===== config.mk =====
export PLATFORM = sky130hd
export DESIGN_NAME = bba_ram
export DESIGN_NICKNAME = d
export VERILOG_FILES = /design/src/sv/bba_ram.sv
export SDC_FILE = /design/constraint.sdc
export NUM_CORES = 2
export LEC_CHECK = 0
export BUFFER_PORTS_ARGS = -buffer_cell sky130_fd_sc_hd__clkbuf_2
export CAP_MARGIN = 40
export CORE_MARGIN = 3
export CORE_UTILIZATION = 34
export DETAILED_ROUTE_END_ITERATION = 12
export GPL_TIMING_DRIVEN = 0
export HOLD_SLACK_MARGIN = 0.06
export SKIP_LAST_GASP = 1
export SLEW_MARGIN = 20
export SYNTH_ARGS = -nofsm -noshare
export SYNTH_HDL_FRONTEND = slang
export SYNTH_SLANG_ARGS = --single-unit

===== constraint.sdc =====
create_clock -name clock -period 4.2 [get_ports clock]
set_input_delay 1.26 -clock clock [delete_from_list [all_inputs] [get_ports clock]]
set_output_delay 1.26 -clock clock [all_outputs]
set_load 0.1 [all_outputs]

===== src/sv/bba_ram.sv =====
module bba_ram #(
   parameter int WIDTH = 32,
   parameter int DEPTH = 128
) (
   input  logic                     clock,
   input  logic                     wr_en,
   input  logic [$clog2(DEPTH)-1:0] wr_addr,
   input  logic [WIDTH-1:0]         wr_data,
   input  logic [$clog2(DEPTH)-1:0] rd_addr,
   output logic [WIDTH-1:0]         rd_data
);

   logic [WIDTH-1:0] mem [DEPTH];
   logic [WIDTH-1:0] rd_data_ff;

   always_ff @(posedge clock) begin
      if (wr_en) begin
         mem[wr_addr] <= wr_data;
      end
      rd_data_ff <= mem[rd_addr];
   end

   assign rd_data = rd_data_ff;

endmodule

==> impl_metrics.env <==
export IMPL_violations="setup timing"
export IMPL_period_minus_slack_ns=4.23
export IMPL_grtUsageTotal_pct=17.3
export IMPL_power_density_mw_per_mm2=471
export IMPL_cts_path_max_buffers=4
export IMPL_met2_wirelength_um=198000
export IMPL_dp_hpwl_um=287000
export IMPL_path_cells="clkbuf_1 -> clkbuf_2 -> buf_12 -> clkbuf_1 -> mux4_2 -> mux4_2 -> mux4_2 -> mux2_2"
export IMPL_fin_area_mm2=0.185
export IMPL_synth_top_area_share_pct=78.7
export IMPL_clkPwrFrac_pct=41.8
export IMPL_path_max_fanout=17
export IMPL_cp_num_buf_inv=4
export IMPL_cts_sinks=4128
export IMPL_pin_count=80
export IMPL_grt_pass1_wl_um=574000
export IMPL_synth_top_area_cell="edfxtp_1"
export IMPL_crit_path_frequent_cell="mux4_2"
export IMPL_num_vias=71000
export IMPL_rows=248
export IMPL_ys_seq_elements=4128
export IMPL_drt_vias_per_instance=5.32
export IMPL_r2r_slack_ns=1.42
export IMPL_cp_end_kind="flip-flop"
export IMPL_hold_viol_final=0
export IMPL_ir_worst_vdd_mv=0.346
export IMPL_dieArea_mm2=0.468
export IMPL_coreArea_mm2=0.457
export IMPL_antenna_found_initial=91
export IMPL_overflow=0
export IMPL_setup_viol=9
export IMPL_postPlaceCellArea_mm2=0.172
export IMPL_clk_pin_slew_ns=0.06
export IMPL_worstMarginPinSlew_ns=0.940
export IMPL_cp_required_ns=5.03
export IMPL_avgSynthCellArea_um2=26.1
export IMPL_cts_root_buffer="clkbuf_16"
export IMPL_wl_per_cell_um=30.8
export IMPL_port_buffers=68
export IMPL_wl_met3_um=39400
export IMPL_comb_power_share_pct=6.1
export IMPL_htreeDepth=5
export IMPL_drtAntennaViolNets=0
export IMPL_cpMaxStageDelayCell="mux4_2"
export IMPL_wl_met1_um=158000
export IMPL_cts_tree="built"
export IMPL_worstPathArrival_ns=5.06
export IMPL_routed_wl_um=411000
export IMPL_synth_distinct_cells=17
export IMPL_p_int_mw=68.5
export IMPL_swShare_pct=21.6
export IMPL_fmax_mhz=236
export IMPL_startpoint_type="input port"
export IMPL_p_seq_share_pct=52.2
export IMPL_cts_buffers_inserted=404
export IMPL_gp_congestion=0.875
export IMPL_layout_commonest_cell="edfxtp_1"
export IMPL_first_pass_iters=6
export IMPL_synth_area_mm2=0.156
export IMPL_die_h_um=684
export IMPL_ys_warn_count=0
export IMPL_mostFrequentLayoutCells="edfxtp_1, mux4_2, clkbuf_16, clkbuf_1, nor2_4"
export IMPL_worstSkewPairLatency_ns=0.97
export IMPL_status="finished, violations left"
export IMPL_hold_class="input port to flip-flop"
export IMPL_initial_core_util_pct=34.2
export IMPL_slew_headroom_pct=37.3
export IMPL_drtIter0Drc=9976
export IMPL_critPathTopFamily="multiplexers"
export IMPL_setup_ws_ns=-0.0325
export IMPL_grt_pass1_vias=72200
export IMPL_grt_max_degree=129
export IMPL_setup_tns_ns=-0.187
export IMPL_cts_setup_buffers=0
export IMPL_synthToLayoutAreaGrowth_pct=18.6
export IMPL_nNetsFinal=6825
export IMPL_synth_net_count=6038
export IMPL_layout_drive_gt1_share_pct=36.6
export IMPL_syn_inst=5990
export IMPL_period_share_pct=101
export IMPL_p_sw_mw=18.9
export IMPL_maxSlewViolCount=0
export IMPL_synth_top_cells_by_area="edfxtp_1, mux4_2, clkbuf_1"
export IMPL_cpPeakStageDelay_ns=0.77
export IMPL_ys_seq_area_share_pct=79.1
export IMPL_p_total_mw=87.3
export IMPL_die_w_um=684
export IMPL_final_util_pct=40.5
export IMPL_drv_cap=0
export IMPL_fin_skew_ns=0.0492
export IMPL_leakage_nw=56.3
export IMPL_drcViolationCount=0
export IMPL_critical_path_class="input port to flip-flop"
export IMPL_top_layer="met5"
export IMPL_worst_hold_slack_ns=0.570
## logic make-up after synthesis
group	synth area share, %
AND/OR/NAND/NOR	0.446
multiplexers	19.6
buffers and inverters	0.839
flip-flops	79.1
## power groups by stage
stage               Clock, mW  Combinational (mW)  Sequential (mW)
floorplan                   0                2.20             46.8
global placement            0                4.85             46.5
detailed placement          0                5.28             46.4
CTS                      37.0                5.29             45.5
global route             38.7                5.50             45.5
finish                   36.5                5.31             45.5
## Yosys cell counts
cell / n
buf_1: 50
buf_2: 79
buf_4: 3
buf_6: 2
clkbuf_1: 182
dfxtp_1: 32
edfxtp_1: 4096
mux2_2: 32
mux4_2: 1344
nand2_1: 14
nand2b_1: 2
nand3_1: 12
nand4_1: 3
nor2_1: 122
nor2b_1: 7
nor3_1: 9
or3_1: 1
## worst reg2reg max path, stage by stage (launching register included)
cell and delay [ns]:
edfxtp_1 0.36, mux4_2 0.49, mux4_2 0.62, mux4_2 0.79, mux2_2 0.40
## worst paths after layout
check | depth (start not counted) | startpoint | endpoint
max | 8 | rd_addr[2] | rd_data[11]
min | 1 | wr_data[0] | mem[2][0]
max reg2reg | 4 | mem[85][14] | rd_data[14]
min reg2reg | 4 | mem[60][22] | rd_data[22]
## metrics by stage
step | instances | setup WS, ns
CTS | 13200 | -0.0296
global route | 13300 | -0.0594
global placement | 12200 | -3.82
detailed placement | 12500 | -1.47
floorplan | 5990 | -0.299
finish | 13400 | -0.0325
## timing repair
item                       CTS  global route
setup endpoints to repair   32            12
hold buffers                 0             0
gates resized for setup     16             1
## state kept, by name, summed over array words and instances (netlist names)
signal,cells
mem,4096
rd_data,32
## per-layer routing
metal / global-route usage (%) / vias to the layer above
met4: 6.30 / 8
met2: 27.7 / 3229
li1: - / 28200
met5: 0 / -
met3: 3.95 / 576
met1: 23.1 / 39100
## layout make-up
| cell class | instances | area [um^2] |
|---|---|---|
| fillers | 39000 | 272000 |
| flip-flops and latches | 4128 | 124000 |
| multi-input cells | 1546 | 32300 |
| clock buffers | 482 | 10700 |
| well taps | 6125 | 7660 |
| repair buffers | 382 | 6710 |
| clock inverters | 253 | 2630 |
| plain buffers | 315 | 1380 |
| diodes | 119 | 298 |
Power figures use the tool's default switching activity.
